## src/belf_pkg.sv

```systemverilog
`default_nettype none
package belf_pkg;

  localparam int unsigned AddrWidth = 4;
  localparam int unsigned DataWidth = 32;

  localparam logic [1:0] REG_TAB_SIZE     = 2'd0;
  localparam logic [1:0] REG_SCREEN_WIDTH = 2'd1;
  localparam logic [1:0] REG_HEX_MODE     = 2'd2;

  typedef struct packed {
    logic load;
    logic step;
  } cmd_t;

  typedef struct packed {
    logic in_nul;
    logic slot_free;
    logic step_last;
  } sts_t;

  typedef struct packed {
    logic       en;
    logic [1:0] idx;
    logic [7:0] data;
  } cfg_wr_t;

endpackage
`default_nettype wire

```

## src/belf_ctrl.sv

```systemverilog
`default_nettype none
module belf_ctrl (
  input  wire logic          clk,
  input  wire logic          rst,
  input  wire logic          in_valid,
  output      logic          in_ready,
  input  wire belf_pkg::sts_t sts,
  output      belf_pkg::cmd_t cmd
);

  typedef enum logic {
    S_IDLE,
    S_RUN
  } state_t;

  state_t state;
  state_t state_next;

  assign in_ready = (state == S_IDLE);

  always_comb begin
    cmd        = '0;
    state_next = state;
    unique case (state)
      S_IDLE: begin
        if (in_valid && !sts.in_nul) begin
          cmd.load   = 1'b1;
          state_next = S_RUN;
        end
      end
      S_RUN: begin
        if (sts.slot_free) begin
          cmd.step = 1'b1;
          if (sts.step_last) begin
            state_next = S_IDLE;
          end
        end
      end
      default: state_next = S_IDLE;
    endcase
  end

  always_ff @(posedge clk) begin
    if (rst) begin
      state <= S_IDLE;
    end else begin
      state <= state_next;
    end
  end

endmodule
`default_nettype wire

```

## src/belf_datapath.sv

```systemverilog
`default_nettype none
module belf_datapath (
  input  wire logic                             clk,
  input  wire logic                             rst,
  input  wire belf_pkg::cfg_wr_t                cfg_wr,
  output      logic [belf_pkg::DataWidth-1:0]   cfg_rdata,
  input  wire logic [1:0]                       cfg_ridx,
  input  wire logic [7:0]                       in_byte,
  input  wire belf_pkg::cmd_t                   cmd,
  output      belf_pkg::sts_t                   sts,
  output      logic                             out_valid,
  input  wire logic                             out_ready,
  output      logic [7:0]                       out_char,
  output      logic                             last
);

  localparam logic [7:0] CH_TAB  = 8'h09;
  localparam logic [7:0] CH_LF   = 8'h0A;
  localparam logic [7:0] CH_SP   = 8'h20;
  localparam logic [7:0] CH_SEMI = 8'h3B;
  localparam logic [7:0] CH_ZERO = 8'h30;
  localparam logic [7:0] CH_X    = 8'h78;

  function automatic logic [7:0] hex_digit(input logic [3:0] d);
    if (d < 4'd10) begin
      return 8'h30 + {4'd0, d};
    end
    return 8'h57 + {4'd0, d};
  endfunction

  logic [5:0] tab_size;
  logic [7:0] screen_width;
  logic       hex_mode;
  logic [7:0] columns_left;
  logic [7:0] byte_q;
  logic [2:0] pos;
  logic [5:0] tab_cnt;

  logic [7:0] width;
  logic [5:0] eff_tab;
  logic       punct;
  logic [7:0] esc_char;
  logic [7:0] step_char;
  logic       step_last;
  logic [7:0] cl_next;

  assign width   = (screen_width == 8'd0) ? 8'd1 : screen_width;
  assign eff_tab = (tab_size == 6'd0) ? 6'd1 : ((tab_size > 6'd32) ? 6'd32 : tab_size);

  assign punct = (byte_q >= 8'h21 && byte_q <= 8'h2F) || (byte_q >= 8'h3A && byte_q <= 8'h40) ||
                 (byte_q >= 8'h5B && byte_q <= 8'h60) || (byte_q >= 8'h7B && byte_q <= 8'h7E);

  always_comb begin
    case (pos)
      3'd0:    esc_char = CH_SEMI;
      3'd1:    esc_char = CH_ZERO;
      3'd2:    esc_char = hex_mode ? CH_X : (CH_ZERO + {6'd0, byte_q[7:6]});
      3'd3:    esc_char = hex_mode ? hex_digit(byte_q[7:4]) : (CH_ZERO + {5'd0, byte_q[5:3]});
      3'd4:    esc_char = hex_mode ? hex_digit(byte_q[3:0]) : (CH_ZERO + {5'd0, byte_q[2:0]});
      default: esc_char = CH_SEMI;
    endcase
  end

  always_comb begin
    step_char = CH_LF;
    step_last = 1'b1;
    cl_next   = width;
    if (byte_q == CH_TAB) begin
      if (columns_left != 8'd0) begin
        step_char = CH_SP;
        step_last = (tab_cnt == 6'd1) && (columns_left != 8'd1);
        cl_next   = columns_left - 8'd1;
      end
    end else if (byte_q != CH_LF) begin
      if (columns_left == 8'd0) begin
        step_last = 1'b0;
      end else begin
        step_char = punct ? esc_char : byte_q;
        step_last = (pos == (punct ? 3'd5 : 3'd0));
        cl_next   = columns_left - 8'd1;
      end
    end
  end

  assign sts.in_nul    = (in_byte == 8'd0);
  assign sts.slot_free = !out_valid || out_ready;
  assign sts.step_last = step_last;

  always_comb begin
    unique case (cfg_ridx)
      belf_pkg::REG_TAB_SIZE:     cfg_rdata = {26'd0, tab_size};
      belf_pkg::REG_SCREEN_WIDTH: cfg_rdata = {24'd0, screen_width};
      belf_pkg::REG_HEX_MODE:     cfg_rdata = {31'd0, hex_mode};
      default:                    cfg_rdata = '0;
    endcase
  end

  always_ff @(posedge clk) begin
    if (rst) begin
      tab_size     <= 6'd4;
      screen_width <= 8'd10;
      hex_mode     <= 1'b0;
      columns_left <= 8'd10;
      out_valid    <= 1'b0;
    end else begin
      if (cfg_wr.en) begin
        unique case (cfg_wr.idx)
          belf_pkg::REG_TAB_SIZE: begin
            tab_size <= cfg_wr.data[5:0];
          end
          belf_pkg::REG_SCREEN_WIDTH: begin
            screen_width <= cfg_wr.data;
            columns_left <= (cfg_wr.data == 8'd0) ? 8'd1 : cfg_wr.data;
          end
          belf_pkg::REG_HEX_MODE: begin
            hex_mode <= cfg_wr.data[0];
          end
          default: begin
          end
        endcase
      end
      if (cmd.step) begin
        columns_left <= cl_next;
        out_valid    <= 1'b1;
      end else if (out_ready) begin
        out_valid <= 1'b0;
      end
    end
  end

  always_ff @(posedge clk) begin
    if (cmd.load) begin
      byte_q  <= in_byte;
      pos     <= 3'd0;
      tab_cnt <= eff_tab;
    end else if (cmd.step) begin
      if (byte_q == CH_TAB) begin
        if (columns_left != 8'd0) begin
          tab_cnt <= tab_cnt - 6'd1;
        end
      end else if (columns_left != 8'd0) begin
        pos <= pos + 3'd1;
      end
    end
    if (cmd.step) begin
      out_char <= step_char;
      last     <= step_last;
    end
  end

endmodule
`default_nettype wire

```

## src/byte_escape_line_folder_core.sv

```systemverilog
`default_nettype none
// Each nonzero input byte is accepted while the block is idle, then emits one character
// per cycle while the output side keeps up, and a NUL byte is absorbed with no output.
// The accepted byte is registered, and its characters leave through the out_char register;
// one byte is in work at a time. Synchronous reset sets tab_size to 4, screen_width to 10,
// octal escapes and a full line of 10 free columns, and empties the output register.
module byte_escape_line_folder_core (
  input  wire logic                             clk,
  input  wire logic                             rst,
  input  wire logic                             psel,
  input  wire logic                             penable,
  input  wire logic                             pwrite,
  input  wire logic [belf_pkg::AddrWidth-1:0]   paddr,
  input  wire logic [belf_pkg::DataWidth-1:0]   pwdata,
  output      logic [belf_pkg::DataWidth-1:0]   prdata,
  output      logic                             pready,
  input  wire logic                             in_valid,
  output      logic                             in_ready,
  input  wire logic [7:0]                       in_byte,
  output      logic                             out_valid,
  input  wire logic                             out_ready,
  output      logic [7:0]                       out_char,
  output      logic                             last
);

  belf_pkg::cfg_wr_t cfg_wr;
  belf_pkg::cmd_t    cmd;
  belf_pkg::sts_t    sts;

  assign pready      = 1'b1;
  assign cfg_wr.en   = psel && penable && pwrite;
  assign cfg_wr.idx  = paddr[3:2];
  assign cfg_wr.data = pwdata[7:0];

  belf_ctrl u_ctrl (
    .clk      (clk),
    .rst      (rst),
    .in_valid (in_valid),
    .in_ready (in_ready),
    .sts      (sts),
    .cmd      (cmd)
  );

  belf_datapath u_datapath (
    .clk       (clk),
    .rst       (rst),
    .cfg_wr    (cfg_wr),
    .cfg_rdata (prdata),
    .cfg_ridx  (paddr[3:2]),
    .in_byte   (in_byte),
    .cmd       (cmd),
    .sts       (sts),
    .out_valid (out_valid),
    .out_ready (out_ready),
    .out_char  (out_char),
    .last      (last)
  );

endmodule
`default_nettype wire
```

## config.mk

```make
export PLATFORM = sky130hd
export DESIGN_NAME = byte_escape_line_folder_core
export DESIGN_NICKNAME = d
export VERILOG_FILES = /design/src/belf_pkg.sv /design/src/belf_ctrl.sv /design/src/belf_datapath.sv /design/src/byte_escape_line_folder_core.sv
export SDC_FILE = /design/constraint.sdc
export NUM_CORES = 1
export LEC_CHECK = 0
export BUFFER_PORTS_ARGS = -buffer_cell sky130_fd_sc_hd__buf_4
export CAP_MARGIN = 20
export CORE_MARGIN = 2
export CORE_UTILIZATION = 53
export CTS_CLUSTER_DIAMETER = 200
export DETAILED_ROUTE_END_ITERATION = 8
export GPL_TIMING_DRIVEN = 0
export PLACE_DENSITY = 0.88
export REMOVE_ABC_BUFFERS = 1
export SYNTH_ARGS = -nofsm -noshare
export SYNTH_HDL_FRONTEND = slang
export SYNTH_SLANG_ARGS = --single-unit
```

## constraint.sdc

```tcl
create_clock -name clk -period 2.7 [get_ports clk]
set_input_delay 0.27 -clock clk [delete_from_list [all_inputs] [get_ports clk]]
set_output_delay 0.27 -clock clk [all_outputs]
set_load 0.02 [all_outputs]
```

==> flow_metrics.py, run 1 <==
metrics = {
    "clock_network": {
        "cts_buffer_depth": 2,
        "root_buffer": "clkbuf_8",
        "post_cts_hold_buffer_count": 0,
        "cts.clk_slew.worst_paths_ns": 0.09,
        "cts_sinks": 51,
        "cts_tree": "done",
        "numCtsBuffers": 5,
        "insertion_delay_ns": 0.31,
        "post-cts-setup-buffers": 0,
        "htree_levels": 2,
    },
    "detailed_routing": {
        "vias": 3022,
        "ant_nets": 0,
        "routedWlPerCell_um": 16.3,
        "first_iter_violations": 195,
        "drt-total-wl_mm": 8.24,
        "viasPerCell": 5.98,
        "drt-pass1-iter-count": 5,
        "drc": 0,
    },
    "worst_hold_path": {
        "hold_end": "u_datapath.byte_q[3]",
        "hold_class": "in -> reg",
        "whs_path_depth": 1,
        "holdCritStartpoint": "in_byte[3]",
    },
    "power": {
        "power.density_nw_per_um2": 755,
        "power.switching_mw": 1.18,
        "clock_power_share": 0.170,
        "seqPwrFrac": 0.429,
        "pwr-share-comb": 0.402,
        "swShare": 0.398,
        "internal_power_mw": 1.78,
        "p_leak_nw": 1.58,
        "ir_worst_vdd_mv": 0.503,
    },
    "timing": {
        "hold_ws_ns": 0.145,
        "slew_viol_final": 0,
        "final.setup_skew_ns": 0.0139,
        "tightest_slew_ns": 0.982,
        "max_freq_mhz": 387,
        "hold_viol_final": 0,
        "timing.final.crit_share": 0.957,
        "relSlewSlack": 0.343,
        "setup_viol": 0,
        "period_needed_ns": 2.58,
    },
    "grt": {
        "grt_overflow": 0,
        "grt_start_max_net_pins": 25,
        "track_usage": 0.225,
        "antenna_found_initial": 0,
        "grt_pass1_vias": 2828,
        "grt_pass1_wl_mm": 13.4,
    },
    "yosys": {
        "yosysUniqueCellTypes": 63,
        "synth_top_area_share": 0.196,
        "synth_top_area_cell": "edfxtp_1",
        "ys_seq_area_frac": 0.354,
        "ys_ff_latch": 51,
        "synth-main-ff-cell": "dfxtp_1",
        "synthArstFlopShare": 0,
        "yosys_warnings": 0,
        "synthCells": 395,
        "synth-edff-count": 23,
        "postSynthAreaPerCell_um2": 8.94,
        "synth_area_um2": 3530,
        "synth_area_leaders": "edfxtp_1, dfxtp_1, ha_1, mux2i_1, buf_4",
    },
    "status": {
        "status": "finished clean",
    },
    "critical_path": {
        "cp.arrival_ns": 2.65,
        "r2r_slack_ns": 0.12,
        "crit_fanout": 11,
        "required_ns": 2.76,
        "reg2reg_to": "u_datapath.last",
        "cpPeakStageDelay_ns": 0.58,
        "crit_path_cell_trace": "inv_1 -> ha_1 -> nor4b_1 -> o31a_1 -> a2111oi_4 -> o31a_1",
        "crit_slowest_cell": "edfxtp_1",
        "endpoint_kind": "flip-flop",
        "r2r_start": "u_datapath.byte_q[1]",
        "cp_common_cell": "o31a_1",
        "r2r_cells": 6,
        "critPathLaunchType": "flip-flop",
        "criticalPathCategory": "reg -> reg",
    },
    "place": {
        "portBuffers": 43,
        "place_congestion": 0.915,
        "hpwl_mm": 6.04,
    },
    "die": {
        "rows": 29,
        "die_h_um": 85.6,
        "dieArea_um2": 7330,
        "initial_utilization": 0.553,
        "core_area_um2": 6390,
        "io_pins": 95,
        "fp.dieW_um": 85.6,
    },
    "layout": {
        "fin_util": 0.612,
        "n_antenna_cell": 0,
        "finalNetCount": 498,
        "drive_gt1_frac": 0.166,
        "syn_to_final_growth_pct": 10.7,
    },
    "flow_run": {
        "drv_cap": 0,
    },
}
registers in the layout (all words and copies together), names as in the netlist:
register and cells:
u_datapath.byte_q 8, u_datapath.hex_mode 1, u_datapath.tab_size 6, u_datapath.tab_cnt 6, u_ctrl.state 1, u_datapath.columns_left 8, u_datapath.last 1, u_datapath.pos 3
u_datapath.out_char 8, u_datapath.out_valid 1, u_datapath.screen_width 8
routing by layer:
layer	up-vias	part of all wire	global-route usage
met1	1427	0.41	0.285
met2	123	0.50	0.384
met3	21	0.060	0.0356
met5	-	0	0
met4	0	0.026	0.0909
li1	1451	-	-
layout by cell type, fill, tap and decap left out, drive strengths merged, types with 11 or more instances in the layout:
| cell | n |
|---|---|
| nand2 | 42 |
| dfxtp | 28 |
| edfxtp | 23 |
| nor3 | 11 |
| o21ai | 15 |
| conb | 25 |
| nor2 | 32 |
| nand3 | 14 |
| a21oi | 24 |
| mux2i | 19 |
| inv | 16 |
| buf | 44 |
| ha | 20 |
cell families (layout without fill, tap and decap cells):
| group | Yosys count | after routing | share of synthesized area |
|---|---|---|---|
| flops | 51 | 51 | 0.354 |
| compound gates | 92 | 92 | 0.191 |
| xor+xnor | 12 | 12 | 0.0298 |
| buf+inv | 58 | 68 | 0.0921 |
| simple gates | 140 | 140 | 0.203 |
| other cells | 2 | 25 | 0.00213 |
| mux | 20 | 20 | 0.0571 |
| fa+ha+maj | 20 | 20 | 0.0709 |
per-stage QoR:
stage	instances	worst slack, ns	cell area (µm²)	TNS [ns]	total power, mW
final	505	0.116	3910	0	2.95
after global routing	505	-0.0505	3910	-0.0679	3.14
after CTS	505	0.131	3890	0	2.94
after detailed placement	497	0.00612	3780	0	2.44
after global placement	496	0.0422	3770	0	2.38
after floorplan	376	0.527	3350	0	2.05
worst max path at each step:
stage	from	endpoint	slack, ns
4_1_cts	u_datapath.byte_q[1]	u_datapath.last	0.13
3_3_place_gp	u_datapath.byte_q[5]	u_datapath.tab_cnt[5]	0.04
5_1_grt	u_datapath.byte_q[3]	u_datapath.last	-0.05
3_5_place_dp	u_datapath.byte_q[5]	u_datapath.tab_cnt[5]	0.006
2_1_floorplan	u_datapath.byte_q[2]	u_datapath.last	0.53
6_report	u_datapath.byte_q[1]	u_datapath.last	0.12
cell usage after synthesis, types with 4 or more instances:
cell type,instances
a31o_2,7
buf_4,25
ha_1,20
o21ai_0,15
nand3_1,14
clkbuf_1,11
nor2b_1,5
a21oi_1,24
mux2i_1,19
nand2_1,42
or4_1,5
edfxtp_1,23
nor3_1,10
xnor2_1,7
buf_2,5
nor2_1,32
dfxtp_1,28
xor2_1,5
inv_1,15
a211oi_1,4
nor4_1,4
o31ai_1,6
nand3b_1,5
power groups by stage:
stage / clock, mW / combinational [mW] / sequential, mW
3_3_place_gp: 0 / 1.11 / 1.27
3_5_place_dp: 0 / 1.17 / 1.28
4_1_cts: 0.509 / 1.18 / 1.26
2_1_floorplan: 0 / 0.755 / 1.30
5_1_grt: 0.540 / 1.31 / 1.30
6_report: 0.501 / 1.19 / 1.27
timing repair:
item,CTS,global route
hold endpoints to repair,0,0
resized for setup,1,3
endpoints found under the setup margin,6,8
pin swaps,0,1
cell type report:
class / count / area (µm²)
tap: 77 / 96.3
multi-input combinational: 309 / 2060
clock inverter: 1 / 8.76
inverter: 16 / 60.1
timing repair buffer: 44 / 334
fill: 543 / 2480
clock buffer: 7 / 97.6
sequential: 51 / 1250
worst max-delay path: cells and delay by family (launching register included):
family          cells  cell delay, ns
fa+ha+maj           1            0.27
buf+inv             1            0.14
flops               1            0.58
simple gates        1            0.46
compound gates      3            0.90
Power figures use the tool's default switching activity.
==> run 2: changes to the inputs <==
--- a/config.mk
+++ b/config.mk
@@ -5,14 +5,14 @@
 export SDC_FILE = /design/constraint.sdc
 export NUM_CORES = 1
 export LEC_CHECK = 0
-export BUFFER_PORTS_ARGS = -buffer_cell sky130_fd_sc_hd__buf_4
 export CAP_MARGIN = 20
 export CORE_MARGIN = 2
-export CORE_UTILIZATION = 53
+export CORE_UTILIZATION = 55
 export CTS_CLUSTER_DIAMETER = 200
 export DETAILED_ROUTE_END_ITERATION = 8
+export DONT_BUFFER_PORTS = 1
 export GPL_TIMING_DRIVEN = 0
-export PLACE_DENSITY = 0.88
+export PLACE_DENSITY = 0.78
 export REMOVE_ABC_BUFFERS = 1
 export SYNTH_ARGS = -nofsm -noshare
 export SYNTH_HDL_FRONTEND = slang
==> run 2 against run 1 <==
  * Power is 6.7% lower
  * Global-route usage is 0.60 points lower
  * Hold slack worse by 0.13 ns
  * Die area is 3.5% lower
  * First-iteration DRC count is 4.6% higher
==> flow_metrics.py, run 2 (synthesis gave the netlist of run 1 again) <==
metrics = {
    "detailed_routing": {
        "first_iter_violations": 204,
        "drt-total-wl_mm": 7.68,
        "routedWlPerCell_um": 16.6,
        "viasPerCell": 6.10,
        "drc": 0,
        "vias": 2816,
        "ant_nets": 0,
        "drt-pass1-iter-count": 5,
    },
    "layout": {
        "final_cell_mix": "nand2_1, nor2_1, dfxtp_1",
        "register_area_um2": 1250,
        "multi_input_area_um2": 2050,
        "num-fill-cells": 551,
        "syn_to_final_growth_pct": 0.815,
        "finalNetCount": 455,
        "drive_gt1_frac": 0.0727,
        "n_antenna_cell": 0,
        "layout_commonest_cell": "nand2_1",
    },
    "critical_path": {
        "critPathLaunch": "u_datapath.byte_q[5]",
        "criticalPathCategory": "reg -> reg",
        "required_ns": 2.67,
        "reg2reg_to": "u_datapath.tab_cnt[5]",
        "cpPeakStageDelay_ns": 0.58,
        "critPathLaunchType": "flip-flop",
        "endpoint_kind": "flip-flop",
        "critPathTopFamily": "simple AND/OR/NAND/NOR gates",
        "crit_slowest_cell": "edfxtp_1",
        "crit_path_cell_trace": "inv_1 -> ha_1 -> nor2b_1 -> nand3_1 -> nor2_1 -> inv_1 -> o22ai_2",
        "cp.arrival_ns": 2.51,
        "r2r_cells": 7,
        "crit_fanout": 11,
        "cp_common_cell": "inv_1",
        "r2r_start": "u_datapath.byte_q[5]",
        "r2r_slack_ns": 0.16,
        "worstPathBufferInverterCount": 2,
    },
    "clock_network": {
        "insertion_delay_ns": 0.30,
        "cts_buffer_depth": 2,
        "root_buffer": "clkbuf_8",
        "htree_levels": 2,
        "cts_sinks": 51,
        "cts.clk_slew.worst_paths_ns": 0.10,
        "post_cts_hold_buffer_count": 0,
        "numCtsBuffers": 5,
        "post-cts-setup-buffers": 0,
        "cts_tree": "done",
    },
    "power": {
        "power.switching_mw": 1.12,
        "pwr-share-comb": 0.342,
        "clock_power_share": 0.168,
        "ir_worst_vdd_mv": 0.376,
        "seqPwrFrac": 0.490,
        "internal_power_mw": 1.64,
        "p_leak_nw": 1.36,
        "swShare": 0.406,
        "power.density_nw_per_um2": 773,
    },
    "die": {
        "rows": 29,
        "core_area_um2": 6280,
        "initial_utilization": 0.562,
        "die_h_um": 84.1,
        "dieArea_um2": 7080,
        "io_pins": 95,
        "fp.dieW_um": 84.1,
    },
    "grt": {
        "gr-usage-met3": 0.0485,
        "track_usage": 0.219,
        "grt_overflow": 0,
        "grt_start_max_net_pins": 25,
        "grt_use_met1": 0.281,
        "busiest_layer": "met2",
        "antenna_found_initial": 0,
        "grt_pass1_wl_mm": 12.7,
        "grt_pass1_vias": 2587,
        "grt_use_met2": 0.363,
    },
    "timing": {
        "hold_viol_final": 0,
        "hold_ws_ns": 0.0169,
        "rsz0062_at_grt": "false",
        "slew_viol_final": 0,
        "final.setup_skew_ns": 0.00918,
        "tns_ns": 0,
        "relSlewSlack": 0.533,
        "setup_viol": 0,
        "period_needed_ns": 2.54,
        "max_freq_mhz": 393,
        "tightest_slew_ns": 0.698,
        "timing.final.crit_share": 0.941,
    },
    "place": {
        "hpwl_mm": 5.61,
        "portBuffers": 0,
        "place_congestion": 0.908,
    },
    "worst_hold_path": {
        "holdCritStartpoint": "rst",
        "hold_end": "u_datapath.screen_width[5]",
        "whs_path_depth": 1,
        "hold_class": "in -> reg",
    },
    "status": {
        "status": "finished clean",
    },
    "flow_run": {
        "drv_cap": 0,
    },
}
## run 2: changes by cell type in the layout (fill, tap and decap cells not counted), sizes merged
cell | previous run | this run
buf | 44 | 1
clkinv | 1 | 2
inv | 16 | 15
## run 2: how the worst max path moves through the flow
stage,end,slack [ns],cells after the start
finish,u_datapath.tab_cnt[5],0.16,7
global route,u_datapath.last,0.02,6
CTS,u_datapath.tab_cnt[0],0.03,7
detailed placement,u_datapath.last,0.05,6
global placement,u_datapath.last,0.06,6
floorplan,u_datapath.last,0.53,5
## run 2: power groups by stage
stage | clock network (mW) | logic (mW) | registers (mW)
2_1_floorplan | 0 | 0.755 | 1.30
3_3_place_gp | 0 | 0.901 | 1.35
3_5_place_dp | 0 | 0.928 | 1.36
4_1_cts | 0.467 | 0.933 | 1.35
5_1_grt | 0.495 | 1.06 | 1.38
6_report | 0.463 | 0.940 | 1.35
## run 2: final cells by class
cell class | instances | area share
Multi-Input combinational cell | 309 | 0.577
Sequential cell | 51 | 0.351
Clock buffer | 7 | 0.0243
Tap cell | 77 | 0.0271
Timing Repair Buffer | 1 | 0.00211
Inverter | 16 | 0.0169
Clock inverter | 1 | 0.00141
## run 2: stage by stage
step | power, mW | setup slack [ns] | cell area, µm² | util | std cells
final | 2.75 | 0.159 | 3560 | 0.567 | 462
after global routing | 2.93 | 0.0231 | 3560 | 0.567 | 462
after CTS | 2.75 | 0.0344 | 3550 | 0.565 | 462
after detailed placement | 2.29 | 0.0515 | 3460 | 0.551 | 454
after global placement | 2.25 | 0.0581 | 3450 | 0.549 | 453
after floorplan | 2.05 | 0.527 | 3350 | - | 376
## run 2: metal layers
metal / up-vias / routed length (µm)
li1: 1367 / -
met1: 1319 / 3310
met2: 115 / 3720
met3: 15 / 496
met4: 0 / 151
met5: - / 0
## run 2: timing repair
action                     4_1_cts  5_1_grt
resized for setup                0        3
setup endpoints to repair        0       14
hold endpoints to repair         0        0
==> run 3: changes to the inputs <==
--- a/config.mk
+++ b/config.mk
@@ -14,6 +14,7 @@
 export GPL_TIMING_DRIVEN = 0
 export PLACE_DENSITY = 0.78
 export REMOVE_ABC_BUFFERS = 1
+export SETUP_SLACK_MARGIN = 0.1
 export SYNTH_ARGS = -nofsm -noshare
 export SYNTH_HDL_FRONTEND = slang
 export SYNTH_SLANG_ARGS = --single-unit
==> constraint.sdc (replaced) <==
create_clock -name clk -period 2.7 [get_ports clk]
set_input_delay 0.27 -clock clk [delete_from_list [all_inputs] [get_ports clk]]
set_output_delay 0.27 -clock clk [all_outputs]
set_load 0.005 [all_outputs]
==> run 3 against run 2 <==
  * Power fell by 2.5%
  * Flip-flop and latch count did not move
  * Fmax rose by 2.5%
  * Final cell count rose by 1.5%
  * Critical path depth did not move
  * Core utilization rose by 1.1 points
  * Non-clock buffer count rose by 7
  * Die area did not move
  * Wire length rose by 2.5%
  * Highest routed layer unchanged
  * First-iteration DRC count fell by 4.4%
  * Sequential power fell by 5%
==> flow_metrics.py, run 3 (synthesis gave the netlist of run 1 again) <==
metrics = {
    "timing": {
        "final.setup_skew_ns": 0.00851,
        "hold_ws_ns": 0.0183,
        "period_needed_ns": 2.48,
        "tns_ns": 0,
        "relSlewSlack": 0.534,
        "tightest_slew_ns": 0.697,
        "setup_viol": 0,
        "rsz0062_at_grt": "false",
        "slew_viol_final": 0,
        "timing.final.crit_share": 0.919,
        "max_freq_mhz": 403,
        "hold_viol_final": 0,
    },
    "die": {
        "rows": 29,
        "initial_utilization": 0.562,
        "io_pins": 95,
        "fp.dieW_um": 84.1,
        "dieArea_um2": 7080,
        "die_h_um": 84.1,
        "core_area_um2": 6280,
    },
    "power": {
        "clock_power_share": 0.172,
        "power.switching_mw": 1.03,
        "pwr-share-comb": 0.353,
        "ir_worst_vdd_mv": 0.368,
        "seqPwrFrac": 0.475,
        "internal_power_mw": 1.65,
        "p_leak_nw": 1.40,
        "power_mw": 2.69,
        "swShare": 0.384,
        "power.density_nw_per_um2": 740,
    },
    "clock_network": {
        "insertion_delay_ns": 0.31,
        "numCtsBuffers": 5,
        "htree_levels": 2,
        "cts_sinks": 51,
        "cts_buffer_depth": 2,
        "cts_tree": "done",
        "post_cts_hold_buffer_count": 0,
        "cts.clk_slew.worst_paths_ns": 0.10,
        "root_buffer": "clkbuf_8",
    },
    "flow_run": {
        "drv_cap": 0,
    },
    "detailed_routing": {
        "ant_nets": 0,
        "drt-pass1-iter-count": 4,
        "drt-total-wl_mm": 7.87,
        "routedWlPerCell_um": 16.8,
        "drc": 0,
        "first_iter_violations": 195,
        "vias": 2832,
        "viasPerCell": 6.04,
    },
    "layout": {
        "layout_commonest_cell": "nand2_1",
        "instances_no_fill": 469,
        "syn_to_final_growth_pct": 2.76,
        "n_antenna_cell": 0,
        "final_cell_mix": "nand2_1, nor2_1, dfxtp_1",
        "finalNetCount": 462,
        "drive_gt1_frac": 0.0969,
    },
    "place": {
        "place_congestion": 0.908,
        "hpwl_mm": 5.61,
        "portBuffers": 0,
        "place_inst": 454,
    },
    "status": {
        "status": "finished clean",
    },
    "critical_path": {
        "crit_path_cell_trace": "inv_1 -> ha_1 -> nor2b_1 -> nand3_1 -> nor2_1 -> inv_1 -> o22ai_2",
        "endpoint_kind": "flip-flop",
        "worstPathBufferInverterCount": 2,
        "critPathLaunchType": "flip-flop",
        "cp.arrival_ns": 2.45,
        "critPathTopFamily": "simple AND/OR/NAND/NOR gates",
        "cp_common_cell": "inv_1",
        "crit_fanout": 9,
        "cpPeakStageDelay_ns": 0.55,
        "criticalPathCategory": "reg -> reg",
        "crit_slowest_cell": "edfxtp_1",
        "required_ns": 2.67,
    },
    "grt": {
        "track_usage": 0.219,
        "grt_overflow": 0,
        "grt_pass1_wl_mm": 12.7,
        "grt_pass1_vias": 2574,
        "grt_start_max_net_pins": 25,
        "antenna_found_initial": 0,
    },
    "worst_hold_path": {
        "hold_class": "in -> reg",
    },
}
[run 3: repair_timing]
action | CTS | global route
endpoints found under the setup margin | 7 | 11
buffers inserted | 0 | 7
resized for setup | 2 | 4
endpoints found under the hold margin | 0 | 0
pin swaps | 0 | 1
[run 3: worst register-to-register path: stages (launching register included)]
cell,delay [ns]
edfxtp_1,0.55
inv_1,0.24
ha_1,0.19
nor2b_1,0.29
nand3_1,0.16
nor2_1,0.26
inv_1,0.15
o22ai_2,0.31
[run 3: routing by layer]
| metal | track usage | share of wire |
|---|---|---|
| met5 | 0 | 0 |
| met3 | 0.0504 | 0.065 |
| met1 | 0.279 | 0.43 |
| met4 | 0.0762 | 0.019 |
| met2 | 0.364 | 0.49 |
[run 3: stage by stage]
step / setup slack [ns] / area [µm²] / utilization
2_1_floorplan: 0.527 / 3350 / -
5_1_grt: 0.124 / 3630 / 0.578
6_report: 0.220 / 3630 / 0.578
3_5_place_dp: 0.0515 / 3460 / 0.551
4_1_cts: 0.127 / 3560 / 0.567
3_3_place_gp: 0.0581 / 3450 / 0.549
[run 3: power by group through the flow]
| stage | Sequential, mW | Combinational, mW | Clock, mW |
|---|---|---|---|
| after floorplan | 1.23 | 0.720 | 0 |
| after global placement | 1.29 | 0.866 | 0 |
| after detailed placement | 1.30 | 0.893 | 0 |
| after CTS | 1.28 | 0.904 | 0.467 |
| after global routing | 1.30 | 1.07 | 0.495 |
| final | 1.28 | 0.948 | 0.461 |
[run 3: layout make-up]
type | count | area [µm²]
inverter | 16 | 60.1
timing repair buffer | 8 | 60.1
clock inverter | 1 | 5.00
sequential | 51 | 1250
multi-input combinational | 309 | 2070
fill | 543 | 2650
tap | 77 | 96.3
clock buffer | 7 | 86.3
[run 3: path summary, 6_finish.rpt]
kind | cells after the start | end | from | slack (ns)
min | 1 | u_datapath.screen_width[5] | rst | 0.02
max reg2reg | 7 | u_datapath.tab_cnt[5] | u_datapath.byte_q[5] | 0.22
min reg2reg | 2 | u_datapath.screen_width[0] | u_datapath.screen_width[0] | 0.48
max | 7 | u_datapath.tab_cnt[5] | u_datapath.byte_q[5] | 0.22
